**src/hw/rtl/tae_pkg.sv**
```systemverilog
// ----------------------------------------------------------------------------
// tae_pkg
// Shared types and constants of the compressed-ISA execute block.
// ----------------------------------------------------------------------------
`timescale 1ns / 1ps
package tae_pkg;

  localparam logic [3:0] KIND_LO_ADD  = 4'd0;
  localparam logic [3:0] KIND_LO_SUB  = 4'd1;
  localparam logic [3:0] KIND_MOV_IMM = 4'd2;
  localparam logic [3:0] KIND_CMP_IMM = 4'd3;
  localparam logic [3:0] KIND_ADD_IMM = 4'd4;
  localparam logic [3:0] KIND_SUB_IMM = 4'd5;
  localparam logic [3:0] KIND_HI_ADD  = 4'd6;
  localparam logic [3:0] KIND_HI_CMP  = 4'd7;
  localparam logic [3:0] KIND_HI_MOV  = 4'd8;
  localparam logic [3:0] KIND_SP_ADDR = 4'd9;
  localparam logic [3:0] KIND_PC_ADDR = 4'd10;
  localparam logic [3:0] KIND_SP_ADJ  = 4'd11;
  localparam logic [3:0] KIND_ALU     = 4'd12;

  // ALU opcodes in instruction bits 9..6.
  localparam logic [3:0] ALU_AND = 4'd0;
  localparam logic [3:0] ALU_EOR = 4'd1;
  localparam logic [3:0] ALU_LSL = 4'd2;
  localparam logic [3:0] ALU_LSR = 4'd3;
  localparam logic [3:0] ALU_ASR = 4'd4;
  localparam logic [3:0] ALU_ADC = 4'd5;
  localparam logic [3:0] ALU_SBC = 4'd6;
  localparam logic [3:0] ALU_ROR = 4'd7;
  localparam logic [3:0] ALU_TST = 4'd8;
  localparam logic [3:0] ALU_NEG = 4'd9;
  localparam logic [3:0] ALU_CMP = 4'd10;
  localparam logic [3:0] ALU_CMN = 4'd11;
  localparam logic [3:0] ALU_ORR = 4'd12;
  localparam logic [3:0] ALU_MUL = 4'd13;
  localparam logic [3:0] ALU_BIC = 4'd14;
  localparam logic [3:0] ALU_MVN = 4'd15;

  localparam logic [3:0] REG_SP = 4'd13;
  localparam logic [3:0] REG_PC = 4'd15;

  // Operation class chosen by the front end.
  typedef enum logic [4:0] {
    OP_NOP, OP_ADD, OP_SUB, OP_ADC, OP_SBC, OP_MOVNZ, OP_PASS, OP_AND, OP_EOR,
    OP_ORR, OP_BIC, OP_MVN, OP_LSL, OP_LSR, OP_ASR, OP_ROR, OP_MUL, OP_UNDEF
  } op_e;

  // Decoded request handed from front to back.
  typedef struct packed {
    op_e         op;
    logic [3:0]  ra;      // first operand register
    logic [3:0]  rb;      // second operand register
    logic        b_imm;   // second operand is the immediate
    logic [31:0] imm;
    logic        a_sp;    // first operand is SP
    logic        a_pcal;  // first operand is PC aligned to a word
    logic        a_zero;  // first operand is zero
    logic        we;
    logic [3:0]  rd;
  } dec_t;

endpackage

```
**src/hw/rtl/tae_front.sv**
```systemverilog
// ----------------------------------------------------------------------------
// tae_front
// Classifies one instruction into an operation, operand selects and a write.
// ----------------------------------------------------------------------------
`timescale 1ns / 1ps
module tae_front (
  input  logic [3:0]      kind_i,
  input  logic [15:0]     instruction_i,
  output tae_pkg::dec_t   dec_o
);
  logic [2:0] r3a, r3b, r3c, rh;
  logic       h1, h2;
  logic [3:0] hd, hs;
  logic [31:0] imm8, imm8x4;

  assign r3a = instruction_i[2:0];
  assign r3b = instruction_i[5:3];
  assign r3c = instruction_i[8:6];
  assign rh  = instruction_i[10:8];
  assign h1  = instruction_i[7];
  assign h2  = instruction_i[6];
  assign hd  = {h1, r3a};
  assign hs  = {h2, r3b};
  assign imm8   = {24'd0, instruction_i[7:0]};
  assign imm8x4 = {22'd0, instruction_i[7:0], 2'b00};

  // Format decoder.
  always_comb begin
    dec_o = '0;
    dec_o.op = tae_pkg::OP_NOP;
    unique case (kind_i)
      tae_pkg::KIND_LO_ADD, tae_pkg::KIND_LO_SUB: begin
        dec_o.op = (kind_i == tae_pkg::KIND_LO_ADD) ? tae_pkg::OP_ADD : tae_pkg::OP_SUB;
        dec_o.ra = {1'b0, r3b};
        dec_o.rb = {1'b0, r3c};
        dec_o.b_imm = instruction_i[10];
        dec_o.imm = {29'd0, r3c};
        dec_o.we = 1'b1;
        dec_o.rd = {1'b0, r3a};
      end
      tae_pkg::KIND_MOV_IMM: begin
        dec_o.op = tae_pkg::OP_MOVNZ;
        dec_o.b_imm = 1'b1;
        dec_o.imm = imm8;
        dec_o.we = 1'b1;
        dec_o.rd = {1'b0, rh};
      end
      tae_pkg::KIND_CMP_IMM, tae_pkg::KIND_ADD_IMM, tae_pkg::KIND_SUB_IMM: begin
        dec_o.op = (kind_i == tae_pkg::KIND_ADD_IMM) ? tae_pkg::OP_ADD : tae_pkg::OP_SUB;
        dec_o.ra = {1'b0, rh};
        dec_o.b_imm = 1'b1;
        dec_o.imm = imm8;
        dec_o.we = (kind_i != tae_pkg::KIND_CMP_IMM);
        dec_o.rd = {1'b0, rh};
      end
      tae_pkg::KIND_HI_ADD, tae_pkg::KIND_HI_CMP, tae_pkg::KIND_HI_MOV: begin
        dec_o.ra = hd;
        dec_o.rb = hs;
        dec_o.rd = hd;
        if (!(h1 | h2)) begin
          dec_o.op = tae_pkg::OP_UNDEF;
        end else if (kind_i == tae_pkg::KIND_HI_CMP) begin
          dec_o.op = tae_pkg::OP_SUB;
        end else begin
          dec_o.op = tae_pkg::OP_PASS;
          dec_o.we = 1'b1;
          // MOV passes Rs by adding zero.
          if (kind_i == tae_pkg::KIND_HI_MOV) begin
            dec_o.b_imm = 1'b1;
            dec_o.ra = hs;
          end
        end
      end
      tae_pkg::KIND_SP_ADDR, tae_pkg::KIND_PC_ADDR: begin
        dec_o.op = tae_pkg::OP_PASS;
        dec_o.a_sp = (kind_i == tae_pkg::KIND_SP_ADDR);
        dec_o.a_pcal = (kind_i == tae_pkg::KIND_PC_ADDR);
        dec_o.b_imm = 1'b1;
        dec_o.imm = imm8x4;
        dec_o.we = 1'b1;
        dec_o.rd = {1'b0, rh};
      end
      tae_pkg::KIND_SP_ADJ: begin
        dec_o.op = tae_pkg::OP_PASS;
        dec_o.a_sp = 1'b1;
        dec_o.b_imm = 1'b1;
        dec_o.imm = h1 ? (32'd0 - {23'd0, instruction_i[6:0], 2'b00})
                       : {23'd0, instruction_i[6:0], 2'b00};
        dec_o.we = 1'b1;
        dec_o.rd = tae_pkg::REG_SP;
      end
      tae_pkg::KIND_ALU: begin
        dec_o.ra = {1'b0, r3a};
        dec_o.rb = {1'b0, r3b};
        dec_o.rd = {1'b0, r3a};
        dec_o.we = 1'b1;
        unique case (instruction_i[9:6])
          tae_pkg::ALU_AND: dec_o.op = tae_pkg::OP_AND;
          tae_pkg::ALU_EOR: dec_o.op = tae_pkg::OP_EOR;
          tae_pkg::ALU_LSL: dec_o.op = tae_pkg::OP_LSL;
          tae_pkg::ALU_LSR: dec_o.op = tae_pkg::OP_LSR;
          tae_pkg::ALU_ASR: dec_o.op = tae_pkg::OP_ASR;
          tae_pkg::ALU_ADC: dec_o.op = tae_pkg::OP_ADC;
          tae_pkg::ALU_SBC: dec_o.op = tae_pkg::OP_SBC;
          tae_pkg::ALU_ROR: dec_o.op = tae_pkg::OP_ROR;
          tae_pkg::ALU_TST: begin dec_o.op = tae_pkg::OP_AND; dec_o.we = 1'b0; end
          tae_pkg::ALU_NEG: begin
            // NEG: zero minus Rs.
            dec_o.op = tae_pkg::OP_SUB;
            dec_o.a_zero = 1'b1;
          end
          tae_pkg::ALU_CMP: begin dec_o.op = tae_pkg::OP_SUB; dec_o.we = 1'b0; end
          tae_pkg::ALU_CMN: begin dec_o.op = tae_pkg::OP_ADD; dec_o.we = 1'b0; end
          tae_pkg::ALU_ORR: dec_o.op = tae_pkg::OP_ORR;
          tae_pkg::ALU_MUL: dec_o.op = tae_pkg::OP_MUL;
          tae_pkg::ALU_BIC: dec_o.op = tae_pkg::OP_BIC;
          default: dec_o.op = tae_pkg::OP_MVN;
        endcase
      end
      default: dec_o.op = tae_pkg::OP_NOP;
    endcase
  end
endmodule

```
**src/hw/rtl/tae_queue.sv**
```systemverilog
// ----------------------------------------------------------------------------
// tae_queue
// Two-entry queue of decoded requests between the front and back ends.
// ----------------------------------------------------------------------------
`timescale 1ns / 1ps
module tae_queue (
  input  logic          clk_i,
  input  logic          rst_ni,
  input  logic          push_i,
  input  tae_pkg::dec_t data_i,
  output logic          full_o,
  input  logic          pop_i,
  output logic          empty_o,
  output tae_pkg::dec_t data_o
);
  tae_pkg::dec_t mem_q [2];
  logic       wp_q, rp_q;
  logic [1:0] cnt_q;
  logic       do_push, do_pop;

  assign full_o  = (cnt_q == 2'd2);
  assign empty_o = (cnt_q == 2'd0);
  assign do_push = push_i && !full_o;
  assign do_pop  = pop_i && !empty_o;
  assign data_o  = mem_q[rp_q];

  // Storage.
  always_ff @(posedge clk_i) begin
    if (do_push) mem_q[wp_q] <= data_i;
  end

  // Pointers and fill count.
  always_ff @(posedge clk_i or negedge rst_ni) begin
    if (!rst_ni) begin
      wp_q <= 1'b0;
      rp_q <= 1'b0;
      cnt_q <= 2'd0;
    end else begin
      if (do_push) wp_q <= ~wp_q;
      if (do_pop) rp_q <= ~rp_q;
      cnt_q <= cnt_q + {1'b0, do_push} - {1'b0, do_pop};
    end
  end
endmodule

```
**src/hw/rtl/tae_back.sv**
```systemverilog
// ----------------------------------------------------------------------------
// tae_back
// Executes decoded requests against the register file and flags, and holds
// the results in a two-entry output buffer.
// ----------------------------------------------------------------------------
`timescale 1ns / 1ps
module tae_back (
  input  logic          clk_i,
  input  logic          rst_ni,
  input  logic          valid_i,
  input  tae_pkg::dec_t dec_i,
  output logic          take_o,
  input  logic          pop_i,
  output logic          empty_o,
  output logic          write_enable_o,
  output logic [3:0]    dest_index_o,
  output logic [31:0]   dest_value_o,
  output logic          flag_negative_o,
  output logic          flag_zero_o,
  output logic          flag_carry_o,
  output logic          flag_overflow_o,
  output logic          reload_pipeline_o,
  output logic          undefined_op_o
);
  typedef struct packed {
    logic        we;
    logic [3:0]  di;
    logic [31:0] dv;
    logic [3:0]  nzcv;
    logic        rl;
    logic        ud;
  } res_t;

  logic [31:0] rf_q [16];
  logic [3:0]  nzcv_q;
  res_t        ob_q [2];
  logic        ow_q, or_q;
  logic [1:0]  ocnt_q;
  logic        go, do_pop;

  logic [31:0] a, b, r;
  logic [32:0] s;
  logic        cin, c, v, sub;
  logic [7:0]  n;
  logic [4:0]  m;
  logic [63:0] ext;
  logic        logic_nz;
  res_t        res;
  logic [3:0]  nzcv_d;

  assign do_pop  = pop_i && !empty_o;
  assign empty_o = (ocnt_q == 2'd0);
  assign go      = valid_i && (ocnt_q != 2'd2);
  assign take_o  = go;

  // Operand selection.
  always_comb begin
    a = rf_q[dec_i.ra];
    if (dec_i.a_sp) a = rf_q[tae_pkg::REG_SP];
    if (dec_i.a_pcal) a = rf_q[tae_pkg::REG_PC] & 32'hFFFF_FFFC;
    if (dec_i.a_zero) a = 32'd0;
    b = dec_i.b_imm ? dec_i.imm : rf_q[dec_i.rb];
  end

  // Arithmetic, logic and shifts.
  always_comb begin
    sub = (dec_i.op == tae_pkg::OP_SUB) || (dec_i.op == tae_pkg::OP_SBC);
    cin = 1'b0;
    if (dec_i.op == tae_pkg::OP_SUB) cin = 1'b1;
    if (dec_i.op == tae_pkg::OP_ADC || dec_i.op == tae_pkg::OP_SBC) cin = nzcv_q[1];
    s = {1'b0, a} + {1'b0, sub ? ~b : b} + {32'd0, cin};
    n = b[7:0];
    m = n[4:0];
    c = nzcv_q[1];
    v = nzcv_q[0];
    r = a;
    logic_nz = 1'b1;
    ext = 64'd0;
    case (dec_i.op)
      tae_pkg::OP_ADD, tae_pkg::OP_ADC, tae_pkg::OP_SUB, tae_pkg::OP_SBC: begin
        r = s[31:0];
        c = s[32];
        v = sub ? ((a[31] ^ b[31]) & (a[31] ^ r[31]))
                : (~(a[31] ^ b[31]) & (a[31] ^ r[31]));
      end
      tae_pkg::OP_PASS: begin
        r = s[31:0];
        logic_nz = 1'b0;
      end
      tae_pkg::OP_MOVNZ: r = b;
      tae_pkg::OP_AND:   r = a & b;
      tae_pkg::OP_EOR:   r = a ^ b;
      tae_pkg::OP_ORR:   r = a | b;
      tae_pkg::OP_BIC:   r = a & ~b;
      tae_pkg::OP_MVN:   r = ~b;
      tae_pkg::OP_MUL:   r = a * b;
      tae_pkg::OP_LSL: begin
        ext = {32'd0, a} << n[5:0];
        if (n == 8'd0) r = a;
        else if (n < 8'd33) begin r = ext[31:0]; c = ext[32]; end
        else begin r = 32'd0; c = 1'b0; end
      end
      tae_pkg::OP_LSR: begin
        ext = {a, 32'd0} >> n[5:0];
        if (n == 8'd0) r = a;
        else if (n < 8'd33) begin r = ext[63:32]; c = ext[31]; end
        else begin r = 32'd0; c = 1'b0; end
      end
      tae_pkg::OP_ASR: begin
        ext = $signed({a, 32'd0}) >>> n[4:0];
        if (n == 8'd0) r = a;
        else if (n < 8'd32) begin r = ext[63:32]; c = ext[31]; end
        else begin r = {32{a[31]}}; c = a[31]; end
      end
      tae_pkg::OP_ROR: begin
        ext = {a, a} >> m;
        if (n == 8'd0) r = a;
        else if (m == 5'd0) c = a[31];
        else begin r = ext[31:0]; c = r[31]; end
      end
      default: logic_nz = 1'b0;
    endcase
    nzcv_d = nzcv_q;
    if (logic_nz) nzcv_d = {r[31], r == 32'd0, c, v};
    res = '0;
    res.ud = (dec_i.op == tae_pkg::OP_UNDEF);
    if (dec_i.we) begin
      res.we = 1'b1;
      res.di = dec_i.rd;
      res.dv = r;
      if (dec_i.rd == tae_pkg::REG_PC && dec_i.op == tae_pkg::OP_PASS && !dec_i.a_sp
          && !dec_i.a_pcal) begin
        res.dv = {r[31:1], 1'b0};
        res.rl = 1'b1;
      end
    end
    res.nzcv = nzcv_d;
  end

  // Register file update.
  always_ff @(posedge clk_i or negedge rst_ni) begin
    if (!rst_ni) begin
      for (int i = 0; i < 16; i++) rf_q[i] <= 32'd0;
      nzcv_q <= 4'd0;
    end else if (go) begin
      if (res.we) rf_q[res.di] <= res.dv;
      nzcv_q <= nzcv_d;
    end
  end

  // Result buffer storage.
  always_ff @(posedge clk_i) begin
    if (go) ob_q[ow_q] <= res;
  end

  // Result buffer pointers.
  always_ff @(posedge clk_i or negedge rst_ni) begin
    if (!rst_ni) begin
      ow_q <= 1'b0;
      or_q <= 1'b0;
      ocnt_q <= 2'd0;
    end else begin
      if (go) ow_q <= ~ow_q;
      if (do_pop) or_q <= ~or_q;
      ocnt_q <= ocnt_q + {1'b0, go} - {1'b0, do_pop};
    end
  end

  assign write_enable_o    = ob_q[or_q].we;
  assign dest_index_o      = ob_q[or_q].di;
  assign dest_value_o      = ob_q[or_q].dv;
  assign flag_negative_o   = ob_q[or_q].nzcv[3];
  assign flag_zero_o       = ob_q[or_q].nzcv[2];
  assign flag_carry_o      = ob_q[or_q].nzcv[1];
  assign flag_overflow_o   = ob_q[or_q].nzcv[0];
  assign reload_pipeline_o = ob_q[or_q].rl;
  assign undefined_op_o    = ob_q[or_q].ud;
endmodule

```
**src/hw/rtl/thumb_alu_execute.sv**
```systemverilog
// ----------------------------------------------------------------------------
// thumb_alu_execute
// Execute stage for 16-bit compressed-ISA data-processing instructions.
// ----------------------------------------------------------------------------
// Each instruction pushed is decoded by the front end in the same cycle and
// written into a two-entry request queue; the back end reads the register
// file, runs one ALU pass, updates registers and flags and parks the result
// in a two-entry output buffer. One instruction per cycle is sustained while
// neither buffer is full; a result is held in the queue, then the output
// buffer, before the result ports; the combinational ALU pass with its 32x32
// multiplier sets the clock period. No clearing pass is needed after reset.
`timescale 1ns / 1ps
module thumb_alu_execute (
  input  logic        clk_i,
  input  logic        rst_ni,
  input  logic        push,
  output logic        full,
  input  logic [3:0]  kind_i,
  input  logic [15:0] instruction_i,
  output logic        empty,
  input  logic        pop,
  output logic        write_enable_o,
  output logic [3:0]  dest_index_o,
  output logic [31:0] dest_value_o,
  output logic        flag_negative_o,
  output logic        flag_zero_o,
  output logic        flag_carry_o,
  output logic        flag_overflow_o,
  output logic        reload_pipeline_o,
  output logic        undefined_op_o
);
  tae_pkg::dec_t dec_in, dec_out;
  logic q_empty, take;

  tae_front u_front (
    .kind_i(kind_i), .instruction_i(instruction_i), .dec_o(dec_in)
  );

  tae_queue u_queue (
    .clk_i(clk_i), .rst_ni(rst_ni), .push_i(push), .data_i(dec_in), .full_o(full),
    .pop_i(take), .empty_o(q_empty), .data_o(dec_out)
  );

  tae_back u_back (
    .clk_i(clk_i), .rst_ni(rst_ni), .valid_i(!q_empty), .dec_i(dec_out),
    .take_o(take), .pop_i(pop), .empty_o(empty),
    .write_enable_o(write_enable_o), .dest_index_o(dest_index_o),
    .dest_value_o(dest_value_o), .flag_negative_o(flag_negative_o),
    .flag_zero_o(flag_zero_o), .flag_carry_o(flag_carry_o),
    .flag_overflow_o(flag_overflow_o), .reload_pipeline_o(reload_pipeline_o),
    .undefined_op_o(undefined_op_o)
  );
endmodule

```
**config.mk**
```make
export PLATFORM = sky130hd
export DESIGN_NAME = thumb_alu_execute
export DESIGN_NICKNAME = d
export VERILOG_FILES = /design/src/hw/rtl/tae_pkg.sv /design/src/hw/rtl/tae_front.sv /design/src/hw/rtl/tae_queue.sv /design/src/hw/rtl/tae_back.sv /design/src/hw/rtl/thumb_alu_execute.sv
export SDC_FILE = /design/constraint.sdc
export NUM_CORES = 2
export LEC_CHECK = 0
export BUFFER_PORTS_ARGS = -buffer_cell sky130_fd_sc_hd__clkbuf_2
export CAP_MARGIN = 25
export CORE_MARGIN = 2
export CORE_UTILIZATION = 24
export DETAILED_ROUTE_END_ITERATION = 8
export HOLD_SLACK_MARGIN = 0.15
export PLACE_DENSITY = 0.36
export SLEW_MARGIN = 5
export SYNTH_ARGS = -nofsm -noshare
export SYNTH_HDL_FRONTEND = slang
export SYNTH_SLANG_ARGS = --single-unit
```
**constraint.sdc**
```tcl
create_clock -name clk_i -period 9.77 [get_ports clk_i]
set_input_delay 0.977 -clock clk_i [delete_from_list [all_inputs] [get_ports clk_i]]
set_output_delay 0.977 -clock clk_i [all_outputs]
set_load 0.01 [all_outputs]
```
==> results.py <==
metrics = {
    "grt": {
        "antenna_found_initial": 40,
        "grt_use_total": 0.2934,
        "grt_max_degree": 136,
        "overflow": 0,
        "grt_pass1_wl_um": 558800,
        "grt_pass1_vias": 64108,
    },
    "setup_path": {
        "worst-r2r-setup-slack_ps": -730,
        "crit_arrival_ps": 10950,
        "critPathMostFrequentCell": "fa_1",
        "critPathMaxStageDelay_ps": 580,
        "criticalPathCategory": "register to register",
        "worstReg2RegEnd": "u_back.ob_q[1][37]$_DFFE_PP_",
        "rr_worst_depth": 41,
        "reg2reg_from": "u_queue.rp_q$_DFFE_PN0P_",
        "critPathCaptureType": "register",
        "critPathLaunchType": "register",
        "cp.required_ps": 10220,
        "crit_fanout": 9,
        "slowest_stage": "o31ai_2",
    },
    "sta": {
        "finalSetupViolCount": 286,
        "rsz0062_at_grt": "true",
        "drv_slew": 0,
        "tightestPinTransition_ps": 1261,
        "fin_crit_sh": 1.075,
        "setup_tns_ps": -90690,
        "hold_viol_final": 0,
        "finClkSkew_ps": 58.87,
        "fin_crit_ps": 10500,
        "setup_slack_ps": -730.2,
        "fmax_mhz": 95.24,
        "relSlewSlack": 0.1503,
    },
    "yosys": {
        "synth-seq-cells": 676,
        "synth_top_flop_cell": "dfrtp_1",
        "synth-async-reset-ratio": 0.7751,
        "syn_nets": 8029,
        "synth_edf_count": 152,
        "ys_types": 119,
        "synth_top_cell_by_area": "dfrtp_1",
        "synthTopCellsByCount": "nand2_1, nor2_1, dfrtp_1",
        "synth_seq_area_share": 0.2722,
        "yosysMostFrequentCell": "nand2_1",
        "syn_avg_cell_area_sq_um": 8.793,
        "synth_area_sq_um": 64950,
        "synthCells": 7387,
        "synth_top_area_frac": 0.2019,
        "synthTopCellsByArea": "dfrtp_1, fa_1, edfxtp_1",
        "synth_warnings": 0,
    },
    "clock_network": {
        "clock_latency_ps": 740,
        "cts_hold_buffers": 0,
        "clkTransAtPathRegs_ps": 60,
        "cts_tree": "yes",
        "root_buffer": "clkbuf_16",
        "clock-sinks": 676,
        "clockBufferDepth": 3,
        "htree_levels": 3,
        "cts_buffers": 84,
    },
    "layout": {
        "layout-drive-gt1-share": 0.2671,
        "final.fill_count": 28375,
        "final_nets": 8932,
        "fin_cells": 11928,
        "multi_input_area_sq_um": 44300,
        "register_area_sq_um": 17680,
        "syn_to_final_growth_pct": 30.36,
        "final_cell_area_sq_um": 84670,
    },
    "placed_design": {
        "postPlaceCellArea_sq_um": 78600,
        "place.gp.congestion": 1.043,
        "hpwl_um": 318100,
        "io_buffers": 63,
        "dp.cells": 11644,
        "dp_slack_ps": -1693,
    },
    "route": {
        "wirelength_um": 410500,
        "drc": 0,
        "vias": 65895,
        "ant_nets": 0,
        "routedWlPerCell_um": 34.41,
        "vias_per_cell": 5.524,
        "first_pass_iters": 7,
        "first_iter_violations": 7837,
    },
    "run_status": {
        "status": "finished, violations left",
        "failed_checks": "setup timing",
    },
    "floorplan": {
        "die_w_um": 524.2,
        "dieArea_sq_um": 274800,
        "die_y_um": 524.2,
        "pin_count": 69,
        "row_count": 190,
        "start_util": 0.2418,
        "core-area_sq_um": 268600,
    },
    "job": {
        "cap_violations": 0,
    },
    "worst_hold_path": {
        "worstHoldPathType": "primary input to async pin",
    },
}
==> cell families (layout without fill, tap and decap cells) <==
| group | count (synthesis) | after routing | synth area share |
|---|---|---|---|
| other | 0 | 16 | 0 |
| DFF | 676 | 676 | 0.2722 |
| adders and majority gates | 618 | 618 | 0.1664 |
| muxes | 672 | 672 | 0.1231 |
| AOI/OAI and AO/OA | 1829 | 1829 | 0.1935 |
| and+or+nand+nor | 2307 | 2307 | 0.1495 |
| buffers and inverters | 1140 | 2113 | 0.07559 |
| xor gates and xnor gates | 145 | 145 | 0.01976 |
==> final cells by class <==
cell class              count  area share
flip-flops and latches    676      0.2089
inverters                 534     0.02446
multi-input cells        5571      0.5232
clock inverters            49    0.007256
diodes                     16   0.0004729
clock buffers             107     0.02667
repair buffers           1423      0.1566
well taps                3552     0.05249
==> per-stage QoR <==
step             util  hold slack, ps
3_3_place_gp   0.2923           481.0
6_report       0.3152           218.1
4_1_cts        0.3118           200.6
2_1_floorplan       -           458.7
3_5_place_dp   0.2926           490.9
5_1_grt        0.3151           247.2
==> layout by cell type, fill, tap and decap left out, types with 152 or more instances in the layout <==
cell,count
a21oi_1,248
buf_12,162
buf_4,1111
dfrtp_1,522
edfxtp_1,152
fa_1,389
ha_1,194
inv_1,496
mux2_2,182
mux2i_1,394
nand2_1,1054
nand3_1,170
nor2_1,663
o21ai_0,382
o31ai_1,246
==> worst max-delay path, delay by kind of cell, from the launching register on <==
kind / cells / cell delay, ps
buf+inv: 13 / 1790
fa+ha+maj: 8 / 3870
xor+xnor: 11 / 2150
mux: 1 / 300
compound gates: 6 / 1310
flops: 1 / 550
simple gates: 2 / 220
==> state kept, by name, indices dropped and copies added (netlist names) <==
signal	cells
u_back.nzcv_q	4
u_back.ob_q	86
u_back.ocnt_q	2
u_back.or_q	1
u_back.ow_q	1
u_back.rf_q	512
u_queue.cnt_q	2
u_queue.mem_q	66
u_queue.rp_q	1
u_queue.wp_q	1
==> layer usage <==
layer / share of wire / global-route usage / wire length, um / up-vias
li1: - / - / - / 27999
met1: 0.46 / 0.4285 / 188700 / 33897
met2: 0.42 / 0.4228 / 171000 / 3354
met3: 0.078 / 0.05098 / 31950 / 639
met4: 0.046 / 0.1201 / 18870 / 6
met5: 0.00011 / 0 / 46 / -
==> what timing repair did <==
action	in CTS	in global routing
pin swaps	95	33
endpoints found under the setup margin	404	419
cloned	9	3
gates resized for setup	293	132
buffers inserted	79	16
==> worst max path at each step <==
stage / from / to / slack [ps] / cells after the start
detailed placement: u_queue.rp_q$_DFFE_PN0P_ / u_back.ob_q[1][4]$_DFFE_PP_ / -1690 / 40
floorplan: u_queue.rp_q$_DFFE_PN0P_ / u_back.ob_q[0][5]$_DFFE_PP_ / -30 / 40
finish: u_queue.rp_q$_DFFE_PN0P_ / u_back.ob_q[1][37]$_DFFE_PP_ / -730 / 41
global placement: u_queue.rp_q$_DFFE_PN0P_ / u_back.ob_q[0][4]$_DFFE_PP_ / -1510 / 40
CTS: u_queue.rp_q$_DFFE_PN0P_ / u_back.ob_q[1][37]$_DFFE_PP_ / -610 / 38
global route: u_queue.rp_q$_DFFE_PN0P_ / u_back.ob_q[1][4]$_DFFE_PP_ / -930 / 46
Power is left out: the tool's default activity adds up to more than one toggle a clock period on the data nets, which glitch-free logic cannot reach.
